$ cat src/rtl/core/irpd_pkg.sv
`timescale 1ns / 1ps
// ----------------------------------------------------------------------------
// irpd_pkg: shared types and constants for the IR pulse-distance transmitter
// Item kinds, register indexes, phase codes, config struct and segment length
// clamping used by the top level and the sequencer.
// ----------------------------------------------------------------------------
package irpd_pkg;

  localparam int TIMER_BITS = 17;
  localparam int FRAME_BITS = 32;

  localparam int WORD_W  = 32;
  localparam int CFG_W   = 17;
  localparam int CIDX_W  = 3;
  localparam int BL_W    = $clog2(FRAME_BITS + 1);
  localparam int EXT_W   = (CFG_W > TIMER_BITS) ? CFG_W : TIMER_BITS;

  // Item kinds
  localparam logic [1:0] KIND_TICK   = 2'd0;
  localparam logic [1:0] KIND_FRAME  = 2'd1;
  localparam logic [1:0] KIND_REPEAT = 2'd2;

  // Register indexes
  localparam logic [CIDX_W-1:0] REG_UNIT       = 3'd0;
  localparam logic [CIDX_W-1:0] REG_LONG       = 3'd1;
  localparam logic [CIDX_W-1:0] REG_LEAD_MARK  = 3'd2;
  localparam logic [CIDX_W-1:0] REG_LEAD_SPACE = 3'd3;
  localparam logic [CIDX_W-1:0] REG_REP_SPACE  = 3'd4;
  localparam logic [CIDX_W-1:0] REG_FRAME_GAP  = 3'd5;
  localparam logic [CIDX_W-1:0] REG_REP_GAP    = 3'd6;

  // Register reset values
  localparam logic [CFG_W-1:0] RST_UNIT       = 17'd562;
  localparam logic [CFG_W-1:0] RST_LONG       = 17'd1675;
  localparam logic [CFG_W-1:0] RST_LEAD_MARK  = 17'd9000;
  localparam logic [CFG_W-1:0] RST_LEAD_SPACE = 17'd4500;
  localparam logic [CFG_W-1:0] RST_REP_SPACE  = 17'd2250;
  localparam logic [CFG_W-1:0] RST_FRAME_GAP  = 17'd40000;
  localparam logic [CFG_W-1:0] RST_REP_GAP    = 17'd96187;

  // Phase codes
  localparam logic [3:0] PH_IDLE          = 4'd0;
  localparam logic [3:0] PH_LEAD_MARK     = 4'd1;
  localparam logic [3:0] PH_LEAD_SPACE    = 4'd2;
  localparam logic [3:0] PH_BIT_MARK      = 4'd3;
  localparam logic [3:0] PH_BIT_SPACE     = 4'd4;
  localparam logic [3:0] PH_TRAIL_MARK    = 4'd5;
  localparam logic [3:0] PH_FRAME_GAP     = 4'd6;
  localparam logic [3:0] PH_REP_LEAD_MARK = 4'd7;
  localparam logic [3:0] PH_REP_SPACE     = 4'd8;
  localparam logic [3:0] PH_REP_MARK      = 4'd9;
  localparam logic [3:0] PH_REP_GAP       = 4'd10;

  typedef struct packed {
    logic [CFG_W-1:0] unit_mark;
    logic [CFG_W-1:0] long_space;
    logic [CFG_W-1:0] leader_mark;
    logic [CFG_W-1:0] leader_space;
    logic [CFG_W-1:0] repeat_space;
    logic [CFG_W-1:0] frame_gap;
    logic [CFG_W-1:0] repeat_gap;
  } cfg_t;

  typedef struct packed {
    logic [1:0] kind;
    logic [7:0] address;
    logic [7:0] command;
  } req_t;

  typedef struct packed {
    logic carrier_on;
    logic busy;
    logic done;
    logic taken;
  } res_t;

  // Zero counts as one tick; values past the timer range saturate.
  function automatic logic [TIMER_BITS-1:0] seg_len(input logic [CFG_W-1:0] v);
    logic [EXT_W-1:0] ext;
    logic [EXT_W-1:0] lim;
    ext = EXT_W'(v);
    lim = EXT_W'({TIMER_BITS{1'b1}});
    if (ext == '0) begin
      seg_len = TIMER_BITS'(1);
    end else if (ext > lim) begin
      seg_len = {TIMER_BITS{1'b1}};
    end else begin
      seg_len = TIMER_BITS'(ext);
    end
  endfunction

endpackage

$ cat src/rtl/core/irpd_sequencer.sv
`timescale 1ns / 1ps
// ----------------------------------------------------------------------------
// irpd_sequencer: phase, bit shifter and segment timer
// Applies one item per enabled cycle and gives the result of that item.
// ----------------------------------------------------------------------------
module irpd_sequencer (
  input  logic          clk,
  input  logic          rst,
  input  logic          step_en,
  input  irpd_pkg::req_t req,
  input  irpd_pkg::cfg_t cfg,
  output irpd_pkg::res_t res
);
  import irpd_pkg::*;

  logic [3:0]            phase;
  logic [3:0]            phase_next;
  logic [FRAME_BITS-1:0] frame_bits;
  logic [FRAME_BITS-1:0] frame_bits_next;
  logic [BL_W-1:0]       bits_left;
  logic [BL_W-1:0]       bits_left_next;
  logic [TIMER_BITS-1:0] segment_timer;
  logic [TIMER_BITS-1:0] segment_timer_next;

  logic [WORD_W-1:0]     word;
  logic [BL_W-1:0]       bits_dec;
  logic                  busy;
  logic                  done;
  logic                  taken;

  assign busy = (phase >= PH_LEAD_MARK) && (phase <= PH_REP_GAP);
  assign word = {req.address, ~req.address, req.command, ~req.command};
  assign bits_dec = bits_left - BL_W'(1);

  always_comb begin
    phase_next         = phase;
    frame_bits_next    = frame_bits;
    bits_left_next     = bits_left;
    segment_timer_next = segment_timer;
    done               = 1'b0;
    taken              = 1'b0;
    if (req.kind == KIND_TICK) begin
      if (busy) begin
        if (segment_timer[TIMER_BITS-1:1] != '0) begin
          segment_timer_next = segment_timer - TIMER_BITS'(1);
        end else begin
          unique case (phase)
            PH_LEAD_MARK: begin
              phase_next         = PH_LEAD_SPACE;
              segment_timer_next = seg_len(cfg.leader_space);
            end
            PH_LEAD_SPACE: begin
              phase_next         = PH_BIT_MARK;
              segment_timer_next = seg_len(cfg.unit_mark);
            end
            PH_BIT_MARK: begin
              phase_next         = PH_BIT_SPACE;
              segment_timer_next = frame_bits[FRAME_BITS-1] ? seg_len(cfg.long_space)
                                                            : seg_len(cfg.unit_mark);
            end
            PH_BIT_SPACE: begin
              frame_bits_next    = frame_bits << 1;
              bits_left_next     = bits_dec;
              phase_next         = (bits_dec == '0) ? PH_TRAIL_MARK : PH_BIT_MARK;
              segment_timer_next = seg_len(cfg.unit_mark);
            end
            PH_TRAIL_MARK: begin
              phase_next         = PH_FRAME_GAP;
              segment_timer_next = seg_len(cfg.frame_gap);
            end
            PH_REP_LEAD_MARK: begin
              phase_next         = PH_REP_SPACE;
              segment_timer_next = seg_len(cfg.repeat_space);
            end
            PH_REP_SPACE: begin
              phase_next         = PH_REP_MARK;
              segment_timer_next = seg_len(cfg.unit_mark);
            end
            PH_REP_MARK: begin
              phase_next         = PH_REP_GAP;
              segment_timer_next = seg_len(cfg.repeat_gap);
            end
            PH_FRAME_GAP, PH_REP_GAP: begin
              phase_next         = PH_IDLE;
              segment_timer_next = '0;
              done               = 1'b1;
            end
            default: begin
              phase_next         = PH_IDLE;
              segment_timer_next = '0;
            end
          endcase
        end
      end
    end else if (req.kind == KIND_FRAME && !busy) begin
      frame_bits_next    = word[WORD_W-1 -: FRAME_BITS];
      bits_left_next     = BL_W'(FRAME_BITS);
      phase_next         = PH_LEAD_MARK;
      segment_timer_next = seg_len(cfg.leader_mark);
      taken              = 1'b1;
    end else if (req.kind == KIND_REPEAT && !busy) begin
      phase_next         = PH_REP_LEAD_MARK;
      segment_timer_next = seg_len(cfg.leader_mark);
      taken              = 1'b1;
    end
  end

  always_comb begin
    res.carrier_on = (phase_next == PH_LEAD_MARK) || (phase_next == PH_BIT_MARK) ||
                     (phase_next == PH_TRAIL_MARK) || (phase_next == PH_REP_LEAD_MARK) ||
                     (phase_next == PH_REP_MARK);
    res.busy  = (phase_next >= PH_LEAD_MARK) && (phase_next <= PH_REP_GAP);
    res.done  = done;
    res.taken = taken;
  end

  always_ff @(posedge clk) begin
    if (rst) begin
      phase         <= PH_IDLE;
      frame_bits    <= '0;
      bits_left     <= '0;
      segment_timer <= '0;
    end else if (step_en) begin
      phase         <= phase_next;
      frame_bits    <= frame_bits_next;
      bits_left     <= bits_left_next;
      segment_timer <= segment_timer_next;
    end
  end

endmodule

$ cat src/rtl/core/ir_pulse_distance_transmitter.sv
`timescale 1ns / 1ps
// ----------------------------------------------------------------------------
// ir_pulse_distance_transmitter: pulse-distance IR carrier sequencer
// Leader, 32 address/command bits MSB first, trailer and gap, or a short
// repeat code, all timed in microsecond tick words.
// ----------------------------------------------------------------------------
//  channel  | handshake              | payload
//  ---------+------------------------+----------------------------------------
//  input    | in_valid / in_stall    | kind, address, command
//  output   | out_valid / out_stall  | carrier_on, busy_res, sequence_done,
//           |                        | request_taken
//  config   | cfg_valid / cfg_ready  | cfg_index, cfg_data
//
// One word per cycle while the output is not stalled; each result leaves
// through an input register and a result register, with the sequencer
// step logic between them.
// Synchronous active-high reset empties both stages, idles the sequencer and
// restores register defaults. A stalled output holds the result register and
// the input register; the input stalls only when both stages are full.
// ----------------------------------------------------------------------------
module ir_pulse_distance_transmitter (
  input  logic                          clk,
  input  logic                          rst,
  input  logic                          in_valid,
  output logic                          in_stall,
  input  logic [1:0]                    kind,
  input  logic [7:0]                    address,
  input  logic [7:0]                    command,
  output logic                          out_valid,
  input  logic                          out_stall,
  output logic                          carrier_on,
  output logic                          busy_res,
  output logic                          sequence_done,
  output logic                          request_taken,
  input  logic                          cfg_valid,
  output logic                          cfg_ready,
  input  logic [irpd_pkg::CIDX_W-1:0]   cfg_index,
  input  logic [irpd_pkg::CFG_W-1:0]    cfg_data
);
  import irpd_pkg::*;

  cfg_t cfg;
  req_t s1_req;
  logic s1_valid;
  logic advance;
  logic step_en;
  res_t res_next;

  // Always writable; user must issue writes only while idle, unenforced.
  assign cfg_ready = 1'b1;

  always_ff @(posedge clk) begin
    if (rst) begin
      cfg.unit_mark    <= RST_UNIT;
      cfg.long_space   <= RST_LONG;
      cfg.leader_mark  <= RST_LEAD_MARK;
      cfg.leader_space <= RST_LEAD_SPACE;
      cfg.repeat_space <= RST_REP_SPACE;
      cfg.frame_gap    <= RST_FRAME_GAP;
      cfg.repeat_gap   <= RST_REP_GAP;
    end else if (cfg_valid && cfg_ready) begin
      unique case (cfg_index)
        REG_UNIT:       cfg.unit_mark    <= cfg_data;
        REG_LONG:       cfg.long_space   <= cfg_data;
        REG_LEAD_MARK:  cfg.leader_mark  <= cfg_data;
        REG_LEAD_SPACE: cfg.leader_space <= cfg_data;
        REG_REP_SPACE:  cfg.repeat_space <= cfg_data;
        REG_FRAME_GAP:  cfg.frame_gap    <= cfg_data;
        REG_REP_GAP:    cfg.repeat_gap   <= cfg_data;
        default: ;  // drop writes past the last register
      endcase
    end
  end

  // Advance the pipe whenever the result register is free or being taken.
  assign advance  = !(out_valid && out_stall);
  assign in_stall = s1_valid && !advance;
  assign step_en  = s1_valid && advance;

  // Input register: load whenever the held word moves on or none is held.
  always_ff @(posedge clk) begin
    if (rst) begin
      s1_valid <= 1'b0;
    end else if (!in_stall) begin
      s1_valid <= in_valid;
    end
  end

  always_ff @(posedge clk) begin
    if (!in_stall && in_valid) begin
      s1_req.kind    <= kind;
      s1_req.address <= address;
      s1_req.command <= command;
    end
  end

  irpd_sequencer u_seq (
    .clk     (clk),
    .rst     (rst),
    .step_en (step_en),
    .req     (s1_req),
    .cfg     (cfg),
    .res     (res_next)
  );

  // Result register: hold while stalled.
  always_ff @(posedge clk) begin
    if (rst) begin
      out_valid <= 1'b0;
    end else if (advance) begin
      out_valid <= s1_valid;
    end
  end

  always_ff @(posedge clk) begin
    if (step_en) begin
      carrier_on    <= res_next.carrier_on;
      busy_res      <= res_next.busy;
      sequence_done <= res_next.done;
      request_taken <= res_next.taken;
    end
  end

endmodule

$ cat config.mk
export PLATFORM = sky130hd
export DESIGN_NAME = ir_pulse_distance_transmitter
export DESIGN_NICKNAME = d
export VERILOG_FILES = /design/src/rtl/core/irpd_pkg.sv /design/src/rtl/core/irpd_sequencer.sv /design/src/rtl/core/ir_pulse_distance_transmitter.sv
export SDC_FILE = /design/constraint.sdc
export NUM_CORES = 1
export LEC_CHECK = 0
export BUFFER_PORTS_ARGS = -buffer_cell sky130_fd_sc_hd__buf_2
export CELL_PAD_IN_SITES_DETAIL_PLACEMENT = 0
export CELL_PAD_IN_SITES_GLOBAL_PLACEMENT = 1
export CORE_AREA = 3 3 173 175
export DETAILED_ROUTE_END_ITERATION = 10
export DIE_AREA = 0 0 176 178
export PLACE_DENSITY_LB_ADDON = 0.1
export REMOVE_ABC_BUFFERS = 1
export SETUP_SLACK_MARGIN = 0.2
export SYNTH_ARGS = -nofsm -noshare
export SYNTH_HDL_FRONTEND = slang
export SYNTH_SLANG_ARGS = --single-unit
$ cat constraint.sdc
create_clock -name clk -period 5.1 [get_ports clk]
set_input_delay 1.02 -clock clk [delete_from_list [all_inputs] [get_ports clk]]
set_output_delay 1.02 -clock clk [all_outputs]
set_load 0.05 [all_outputs]
==> reports/summary.md, run 1 <==
- Clk Latency, worst-skew pair: 0.52 ns
- total internal power: 2.89 mW
- minimum period implied by the final worst setup slack: 3.01 ns
- remaining max-slew budget at the tightest pin: 31.6%
- share of the synthesized area in the top cell type: 37.5%
- hold crit path type: register to register
- setup slack at placement: 2.05 ns
- most frequent cells after synthesis: nand2_1 (324), dfxtp_1 (180), a21oi_1 (127)
- power density relative to cell area: 369 nW/µm²
- largest net degree at the start of global routing: 93
- post-route met1 wirelength: 16100 µm
- TritonRoute pass-1 iters: 5
- effective utilization at floorplan: 33.5%
- worst path setup slack after routing: 2.09 ns
- leakage component of the power: 3.78 nW
- length of routed met3 wiring: 1750 µm
- warnings from Yosys: 0
- net switching power figure: 1.14 mW
- total setup violations reported at the end of the flow: 0
- number of port buffers: 48
- vias per std cell: 5.45
- Iteration-0 DRC Markers: 697
- RSZ-0062 raised after global routing: false
- largest buffer count on any clock path: 3
- first-pass GRT wire length: 50700 µm
- number of antenna violations at the first check in global routing: 0
- met2 routed wirelength: 14100 µm
- Max Clock Freq: 0.332 GHz
- Logic pwr share: 13.7%
- Hold Vio Cnt, Final: 0
- H-tree depth reported by CTS: 1
- Worst Tran Pin Value: 1.02 ns
- CTS clk-pin slew, worst paths: 0.06 ns
- number of nets at the end of the flow: 1245
- nature of the critical path startpoint: register
- width of the chip: 176 µm
- Detail Route Antenna Nets: 0
- number of primary I/O pins: 50
- Syn Inst Count: 1190
- grt ovf: 0
- ranking of synthesized cells by area: dfxtp_1 (38%), nand2_1 (13%), edfxtp_1 (6.9%)
- layout overhead on the synthesized area: 13.7%
- nature of the critical path endpoint: register
- sum of net half-perimeters after detailed placement: 23000 µm
- Total Wirelength: 32400 µm
- minimum hold slack: 0.453 ns
- number of flops mapped to enable cells by yosys: 22
- number of storage elements in the synthesis netlist: 202
- portion of total power attributed to the clock network: 43.7%
- proportion of synthesized chip area in sequential cells: 44.4%
- vias in the first global route: 8247
- wire length per cell after detailed routing: 20.3 µm
- top_reg_cell synth: dfxtp_1
- routability cong.: 0.852
- Total Die Area: 31300 µm²
- cell type with the highest aggregate area in the netlist: dfxtp_1
- FP Rows: 62
- number of CTS-inserted buffers: 25
- Synth async-reset ratio: 0%
- required time of the critical path: 5.55 ns
- proportion of layout cells with a drive suffix above 1: 11.3%
- CTS Hold Buffers Added: 0
- delay contributed by the slowest stage of the critical path: 0.60 ns
- critical path class: register to register
- most numerous cell in the Yosys netlist: nand2_1
- mean area per synthesized cell: 8.07 µm²
- ratio of final minimum period to clock period: 59.0%
- number of pins with negative max-slew slack in the final report: 0
- maximum fanout encountered on the critical timing path: 28
- final routed DRC violation total: 0
- aggregate global-route resource usage: 20.5%
- most frequent cell on the critical path: buf_4
- slowest CP cell: a211o_1
- aggregate negative setup slack: 0 ns
- switching share of power: 28.2%
- Resize count post-CTS: 0
- final worst clock skew: 0.0117 ns
- via total after detailed routing: 8724
- topmost layer with routed signal wires: met4
- overall die height: 178 µm
- buffers inserted during post-CTS setup optimization: 0
- number of diodes added for antenna fixing: 0
- cells traversed along the worst timing path: buf_4 > nor2_1 > a2bb2oi_1 > buf_4 > or2b_1 > a211o_1 > or3_1 > a21oi_1
- worst supply voltage drop on vdd: 200 µV
- clock root buffer master: clkbuf_16
- number of maximum-capacitance violations: 0
- WP data arrival: 3.46 ns
- cell area after synthesis: 9600 µm²
- distinct cell type count after synthesis: 79
- Floorplan Core Area: 28600 µm²
- CTS tree: yes
- part of the total power dissipated in sequential elements: 42.6%
- status: complete, no violations
- number of clock sinks: 202
power by group through the flow:
stage	clock network, mW	registers [mW]	logic, mW
final	1.76	1.72	0.550
after CTS	1.81	1.72	0.549
after detailed placement	0	1.75	0.547
after global routing	1.87	1.73	0.604
after global placement	0	1.75	0.551
after floorplan	0	1.75	0.322
critical path: cells and delay by family, from the launching register on:
family,cells,cell delay [ns]
AND/OR/NAND/NOR,3,1.27
AO/OA/AOI/OAI,3,0.90
buffers and inverters,2,0.44
flip-flops,1,0.30
path summary, 6_finish.rpt:
check | startpoint | end | slack (ns) | depth (start not counted)
setup / recovery | u_seq.phase[1] | u_seq.frame_bits[0] | 2.09 | 8
hold / removal | u_seq.frame_bits[19] | u_seq.frame_bits[19] | 0.45 | 2
hold reg to reg | u_seq.frame_bits[19] | u_seq.frame_bits[19] | 0.45 | 2
setup reg to reg | u_seq.phase[1] | u_seq.frame_bits[0] | 2.09 | 8
metal layers:
layer / vias to the layer above / global-route usage, %
met5: - / 0
met4: 0 / 3.73
met3: 33 / 3.36
met2: 184 / 31.3
met1: 4217 / 30.7
li1: 4290 / -
cells in the final DEF (no fill, tap or decap), drive strengths merged, types with 14 or more instances in the layout:
master  synthesis  routed
a21oi         127     127
nor2           77      77
o211ai         22      22
a22oi          16      16
clkbuf         68      35
dfxtp         180     180
nand3          14      14
a311oi         20      20
nor3           21      21
nand2         325     325
nor4           25      25
a221oi         14      14
edfxtp         22      22
buf            16      66
nand3b         45      45
o21ai          23      23
registers in the layout, summed over array words and instances, names as in the netlist, 4 cells and up:
name and flops:
cfg 119, u_seq.frame_bits 32, s1_req 18, u_seq.segment_timer 17
u_seq.bits_left 6, u_seq.phase 4
cells by family after synthesis:
family,count (synthesis),share of synthesized area [%]
AO/OA/AOI/OAI,297,20.8
XOR/XNOR,11,1.00
adder cells (fa/ha/maj),3,0.391
buffers and inverters,95,4.51
flip-flops,202,44.4
multiplexers,10,1.04
other,1,0.0391
AND/OR/NAND/NOR,571,27.8
metrics by stage:
stage	power (mW)	cell area [µm²]	std cells	util (%)
2_1_floorplan	2.07	9210	1106	-
3_3_place_gp	2.30	10100	1556	35.3
3_5_place_dp	2.30	10100	1556	35.3
4_1_cts	4.08	10900	1600	38.2
5_1_grt	4.20	10900	1600	38.2
6_report	4.03	10900	1600	38.2
area by class of cell:
cell class | count | area (µm²)
fillers | 2969 | 17700
multi-input cells | 893 | 4930
flip-flops and latches | 202 | 4260
clock buffers | 35 | 733
well taps | 384 | 480
repair buffers | 66 | 390
clock inverters | 9 | 77.6
inverters | 11 | 41.3
No activity file was read; power rests on OpenSTA's default activity.
==> run 2: changes to the inputs <==
==> constraint.sdc (replaced) <==
create_clock -name clk -period 2.4 [get_ports clk]
set_input_delay 0.48 -clock clk [delete_from_list [all_inputs] [get_ports clk]]
set_output_delay 0.48 -clock clk [all_outputs]
set_load 0.05 [all_outputs]
==> reports/summary.md, run 2 (same netlist as run 1, synthesis figures left out) <==
- total setup violations reported at the end of the flow: 21, +21
- width of the chip: 176 µm, unchanged
- grt ovf: 0, unchanged
- topmost layer with routed signal wires: met4
- number of diodes added for antenna fixing: 0, unchanged
- required time of the critical path: 2.69 ns, -2.86 ns
- worst path setup slack after routing: -0.104 ns, -2.19 ns
- startpoint of the lowest-slack hold path: address[6]
- number of pins with negative max-slew slack in the final report: 0, unchanged
- CTS tree: yes
- RSZ-0062 raised after global routing: true
- minimum period implied by the final worst setup slack: 2.50 ns, -0.507 ns
- hold crit path type: primary input to register
- final routed DRC violation total: 0, unchanged
- flip-flop count of the largest register, all copies and words added: 119, unchanged
- largest buffer count on any clock path: 3, unchanged
- nature of the critical path startpoint: register
- failing checks: negative setup slack
- Detail Route Antenna Nets: 0, unchanged
- Total Die Area: 31300 µm², unchanged
- CP startpoint: u_seq.segment_timer[4]
- most used cells in the layout excluding fill and tap cells: nand2_1 (324), dfxtp_1 (178), a21oi_1 (122)
- number of maximum-capacitance violations: 0, unchanged
- status: finished with violations
- WP data arrival: 2.79 ns, -0.67 ns
- FP Rows: 62, unchanged
- remaining max-slew budget at the tightest pin: 44.0%, +12 points
- largest registers: cfg (119), u_seq.frame_bits (32), s1_req (18)
- wire length per cell after detailed routing: 20.0 µm, -1.2%
- sum of net half-perimeters after detailed placement: 24100 µm, +4.8%
- total power: 9.06 mW, +120%
- length of routed met3 wiring: 1640 µm, -6.4%
- leakage component of the power: 4.51 nW, +19%
- Total Wirelength: 34300 µm, +5.6%
- post-route non-filler standard cell count: 1711, +6.9%
- Floorplan Core Area: 28600 µm², unchanged
- Max Clock Freq: 0.399 GHz, +20%
- via total after detailed routing: 9206, +5.5%
- vias per std cell: 5.38, -1.3%
- vias in the first global route: 8829, +7.1%
- effective utilization at floorplan: 33.5%, unchanged
- TritonRoute pass-1 iters: 5, unchanged
- placed instance area: 10800 µm², +7.1%
- register with the most flip-flops: cfg
- area of all placed cells without fillers: 12500 µm², +14%
- overall die height: 178 µm, unchanged
- layout overhead on the synthesized area: 30.1%
- number of antenna violations at the first check in global routing: 0, unchanged
- worst supply voltage drop on vdd: 386 µV, +93%
- critical path class: register to register
- final worst clock skew: 0.0109 ns, -0.000837 ns
- Hold Vio Cnt, Final: 0, unchanged
- CTS clk-pin slew, worst paths: 0.06 ns, about the same
- startpoint of the lowest-slack register-to-register path: u_seq.segment_timer[4]
- Clk Latency, worst-skew pair: 0.54 ns, +0.02 ns
- Worst Tran Pin Value: 0.838 ns, -0.184 ns
- met2 routed wirelength: 15000 µm, +6.1%
- routability cong.: 0.868, +1.9%
- power density relative to cell area: 725 nW/µm², +97%
- Iteration-0 DRC Markers: 772, +11%
- number of port buffers: 48, unchanged
- net switching power figure: 2.56 mW, +130%
- number of primary I/O pins: 50, unchanged
- ratio of final minimum period to clock period: 104%, +45 points
- number of nets at the end of the flow: 1354, +8.8%
- H-tree depth reported by CTS: 1, unchanged
- proportion of layout cells with a drive suffix above 1: 22.4%, +11 points
- largest net degree at the start of global routing: 54, -42%
- first-pass GRT wire length: 53000 µm, +4.5%
- clock root buffer master: clkbuf_16
- post-route met1 wirelength: 17000 µm, +5.9%
- part of the total power dissipated in sequential elements: 40.1%, -2.5 points
- nature of the critical path endpoint: register
- aggregate global-route resource usage: 21.5%, +0.96 points
- Logic pwr share: 18.1%, +4.4 points
- maximum fanout encountered on the critical timing path: 3, -89%
- placed cell count: 1641, +5.5%
- switching share of power: 28.3%, +0.074 points
- number of CTS-inserted buffers: 25, unchanged
- total internal power: 6.49 mW, +120%
- number of clock sinks: 202, unchanged
- most common library cell in the layout ignoring fill and taps: nand2_1
- portion of total power attributed to the clock network: 41.8%, -1.9 points
## run 2: worst paths after layout
check / end / slack, ns / cells after the start
max: busy_res / -0.10 / 6
min: s1_req[14] / 0.12 / 1
max reg2reg: busy_res / -0.10 / 6
min reg2reg: cfg[102] / 0.46 / 2
## run 2: power groups by stage
stage | clock network [mW] | registers (mW) | logic (mW)
after floorplan | 0 | 3.71 | 0.685
after global placement | 0 | 3.70 | 1.38
after detailed placement | 0 | 3.70 | 1.38
after CTS | 3.88 | 3.63 | 1.53
after global routing | 4.02 | 3.64 | 1.77
final | 3.79 | 3.63 | 1.64
## run 2: worst max-delay path, stage by stage, from the launching register on
cell     delay, ns
dfxtp_1       0.31
or4_4         0.57
or4_4         0.55
o32ai_2       0.27
o21ba_4       0.19
a211o_1       0.25
o211a_1       0.12
## run 2: area by class of cell
type / count / area (µm²)
clock buffer: 36 / 738
timing repair buffer: 175 / 1580
clock inverter: 10 / 92.6
fill: 2843 / 16100
tap: 384 / 480
sequential: 202 / 4270
multi-input combinational: 893 / 5300
inverter: 11 / 41.3
## run 2: what timing repair did
action	CTS	global route
hold buffers	0	0
gates resized for setup	59	48
gates cloned	8	0
setup endpoints to repair	61	61
buffers inserted	10	6
pin swaps	45	46
## run 2: through the flow
step / utilization, % / setup WS, ns / hold slack [ns] / TNS (ns)
CTS: 42.8 / -0.0854 / 0.0910 / -0.526
floorplan: - / -1.87 / 0.426 / -73.32
finish: 43.6 / -0.104 / 0.115 / -0.913
global route: 43.6 / -0.173 / 0.0962 / -4.80
detailed placement: 37.8 / -0.149 / 0.448 / -0.412
global placement: 37.8 / -0.113 / 0.438 / -0.208
## run 2: routing by layer
metal	GRT usage [%]	vias to the layer above
met5	0	-
met4	4.19	0
met3	3.13	38
met2	33.0	217
met1	32.1	4430
li1	-	4521
==> run 3: changes to the inputs <==
--- a/config.mk
+++ b/config.mk
@@ -8,9 +8,9 @@
 export BUFFER_PORTS_ARGS = -buffer_cell sky130_fd_sc_hd__buf_2
 export CELL_PAD_IN_SITES_DETAIL_PLACEMENT = 0
 export CELL_PAD_IN_SITES_GLOBAL_PLACEMENT = 1
-export CORE_AREA = 3 3 173 175
+export CORE_AREA = 3 3 155 194
 export DETAILED_ROUTE_END_ITERATION = 10
-export DIE_AREA = 0 0 176 178
+export DIE_AREA = 0 0 158 197
 export PLACE_DENSITY_LB_ADDON = 0.1
 export REMOVE_ABC_BUFFERS = 1
 export SETUP_SLACK_MARGIN = 0.2
==> reports/summary.md, run 3 (same netlist as run 1, synthesis figures left out) <==
- status: finished with violations
- failing checks: negative setup slack
- Floorplan Core Area: 28400 µm², -0.77%
- length of routed met3 wiring: 1250 µm, -24%
- number of nets at the end of the flow: 1359, +0.37%
- placed cell count: 1612, -1.8%
- area of all placed cells without fillers: 12600 µm², +1.1%
- setup slack at placement: -0.234 ns, -0.0857 ns
- reg2reg setup slack: -0.10 ns, about the same
- hold crit path type: primary input to register
- wire length per cell after detailed routing: 20.6 µm, +2.9%
- TritonRoute pass-1 iters: 5, unchanged
- RSZ-0062 raised after global routing: true
- total setup violations reported at the end of the flow: 13, -38%
- aggregate global-route resource usage: 21.8%, +0.34 points
- maximum fanout encountered on the critical timing path: 5, +2
- slowest CP cell: or4_4
- Clk Latency, worst-skew pair: 0.52 ns, -0.02 ns
- number of CTS-inserted buffers: 24, -4.0%
- width of the chip: 158 µm, -10%
- number of port buffers: 48, unchanged
- number of pins with negative max-slew slack in the final report: 0, unchanged
- final worst clock skew: 0.00730 ns, -0.00359 ns
- final routed DRC violation total: 0, unchanged
- largest buffer count on any clock path: 3, unchanged
- H-tree depth reported by CTS: 1, unchanged
- remaining max-slew budget at the tightest pin: 37.3%, -6.7 points
- number of clock sinks: 202, unchanged
- total power: 9.28 mW, +2.4%
- routability cong.: 0.849, -2.2%
- CTS clk-pin slew, worst paths: 0.06 ns, about the same
- layout overhead on the synthesized area: 31.5%
- number of antenna violations at the first check in global routing: 0, unchanged
- critical path class: register to register
- reg-to-reg critical path endpoint: busy_res
- delay contributed by the slowest stage of the critical path: 0.64 ns, +0.07 ns
- WP data arrival: 2.78 ns, about the same
- Total Die Area: 31100 µm², -0.64%
- startpoint of the lowest-slack hold path: command[1]
- most frequent cell on the critical path: or4_4
- largest registers: cfg (119), u_seq.frame_bits (32), s1_req (18)
- nature of the critical path startpoint: register
- post-route met1 wirelength: 14300 µm, -16%
- power density relative to cell area: 734 nW/µm², +1.3%
- cells traversed along the worst timing path: or4_4 > or4_4 > o32ai_2 > o21ba_4 > a211o_1 > o211a_1
- register with the most flip-flops: cfg
- required time of the critical path: 2.68 ns, about the same
- number of primary I/O pins: 50, unchanged
- Total Wirelength: 34700 µm, +1.4%
- met2 routed wirelength: 18200 µm, +21%
- via total after detailed routing: 9125, -0.88%
- sum of net half-perimeters after detailed placement: 24500 µm, +1.8%
- Max Clock Freq: 0.400 GHz, about the same
- proportion of layout cells with a drive suffix above 1: 23.7%, +1.3 points
- number of diodes added for antenna fixing: 0, unchanged
- clock root buffer master: clkbuf_16
- first-pass GRT wire length: 53000 µm, about the same
- CTS tree: yes
- most used cells in the layout excluding fill and tap cells: nand2_1 (322), dfxtp_1 (176), a21oi_1 (118)
- CTS Hold Buffers Added: 0, unchanged
- path depth of the worst reg2reg path: 6, unchanged
- most common library cell in the layout ignoring fill and taps: nand2_1
- overall die height: 197 µm, +11%
- number of maximum-capacitance violations: 0, unchanged
- topmost layer with routed signal wires: met4
- grt ovf: 0, unchanged
- worst supply voltage drop on vdd: 389 µV, +0.82%
- FP Rows: 69, +11%
- worst path setup slack after routing: -0.103 ns, +0.000861 ns
- Hold Vio Cnt, Final: 0, unchanged
- vias per std cell: 5.41, +0.59%
- nature of the critical path endpoint: register
- Worst Tran Pin Value: 0.938 ns, +0.0999 ns
- effective utilization at floorplan: 33.8%, +0.26 points
- flip-flop count of the largest register, all copies and words added: 119, unchanged
- ratio of final minimum period to clock period: 104%, about the same
- startpoint of the lowest-slack register-to-register path: u_seq.segment_timer[14]
- largest net degree at the start of global routing: 55, +1.9%
- CP startpoint: u_seq.segment_timer[14]
- leakage component of the power: 4.56 nW, +1.2%
- minimum period implied by the final worst setup slack: 2.50 ns, -0.000861 ns
- post-route non-filler standard cell count: 1686, -1.5%
- placed instance area: 10800 µm², about the same
- worst setup path endpoint: busy_res
- vias in the first global route: 8933, +1.2%
- Detail Route Antenna Nets: 0, unchanged
- Iteration-0 DRC Markers: 525, -32%
## run 3: cell types whose count changed in the layout (fill, tap and decap cells not counted), moves of 3 or more
| cell | change |
|---|---|
| a21oi_2 | +3 |
| buf_6 | +7 |
| clkinv_2 | -4 |
| nor2_1 | +6 |
| nand2_4 | +3 |
| a311oi_1 | -5 |
| a311oi_2 | +5 |
| a21oi_1 | -4 |
| nor2_2 | -4 |
## run 3: per-layer routing
layer / GRT usage (%) / vias to the layer above
met5: 0 / -
met4: 7.08 / 0
met3: 2.75 / 51
met2: 39.8 / 196
met1: 26.4 / 4373
li1: - / 4505
## run 3: power by group
group	internal, mW	total [mW]	switching, mW
registers	3.54	3.63	0.0923
logic	0.778	1.77	0.989
clock network	2.38	3.88	1.50
total	6.69	9.28	2.58
## run 3: how the worst min path moves through the flow
stage | slack [ns] | endpoint | depth (start not counted)
floorplan | 0.43 | u_seq.frame_bits[0] | 2
global placement | 0.44 | u_seq.frame_bits[0] | 2
detailed placement | 0.44 | u_seq.frame_bits[0] | 2
CTS | 0.11 | s1_req[1] | 1
global route | 0.12 | s1_req[10] | 1
finish | 0.13 | s1_req[1] | 1
## run 3: through the flow
stage                     TNS, ns  hold slack (ns)  utilization (%)
after floorplan            -73.32            0.426                -
after global placement      -3.79            0.440             38.1
after detailed placement    -6.08            0.444             38.1
after CTS                   -1.04            0.109             43.5
after global routing        -3.24            0.115             44.5
final                      -0.429            0.130             44.5
## run 3: cell type report
type	count	area (µm²)
Clock buffer	37	753
Clock inverter	7	92.6
Timing Repair Buffer	181	1650
Fill cell	2817	15800
Multi-Input combinational cell	893	5390
Tap cell	355	444
Sequential cell	202	4270
Inverter	11	41.3
## run 3: worst max-delay path, delay by kind of cell (launching register included)
kind               cells  cell delay (ns)
DFF                    1             0.32
and+or+nand+nor        2             1.19
AOI/OAI and AO/OA      4             0.76
## run 3: repair_timing
| item | CTS | global route |
|---|---|---|
| pin swaps | 59 | 36 |
| setup buffers | 17 | 6 |
| gates resized for setup | 74 | 54 |
| hold endpoints to repair | 0 | 0 |
| setup endpoints to repair | 61 | 62 |
| cloned | 7 | 0 |
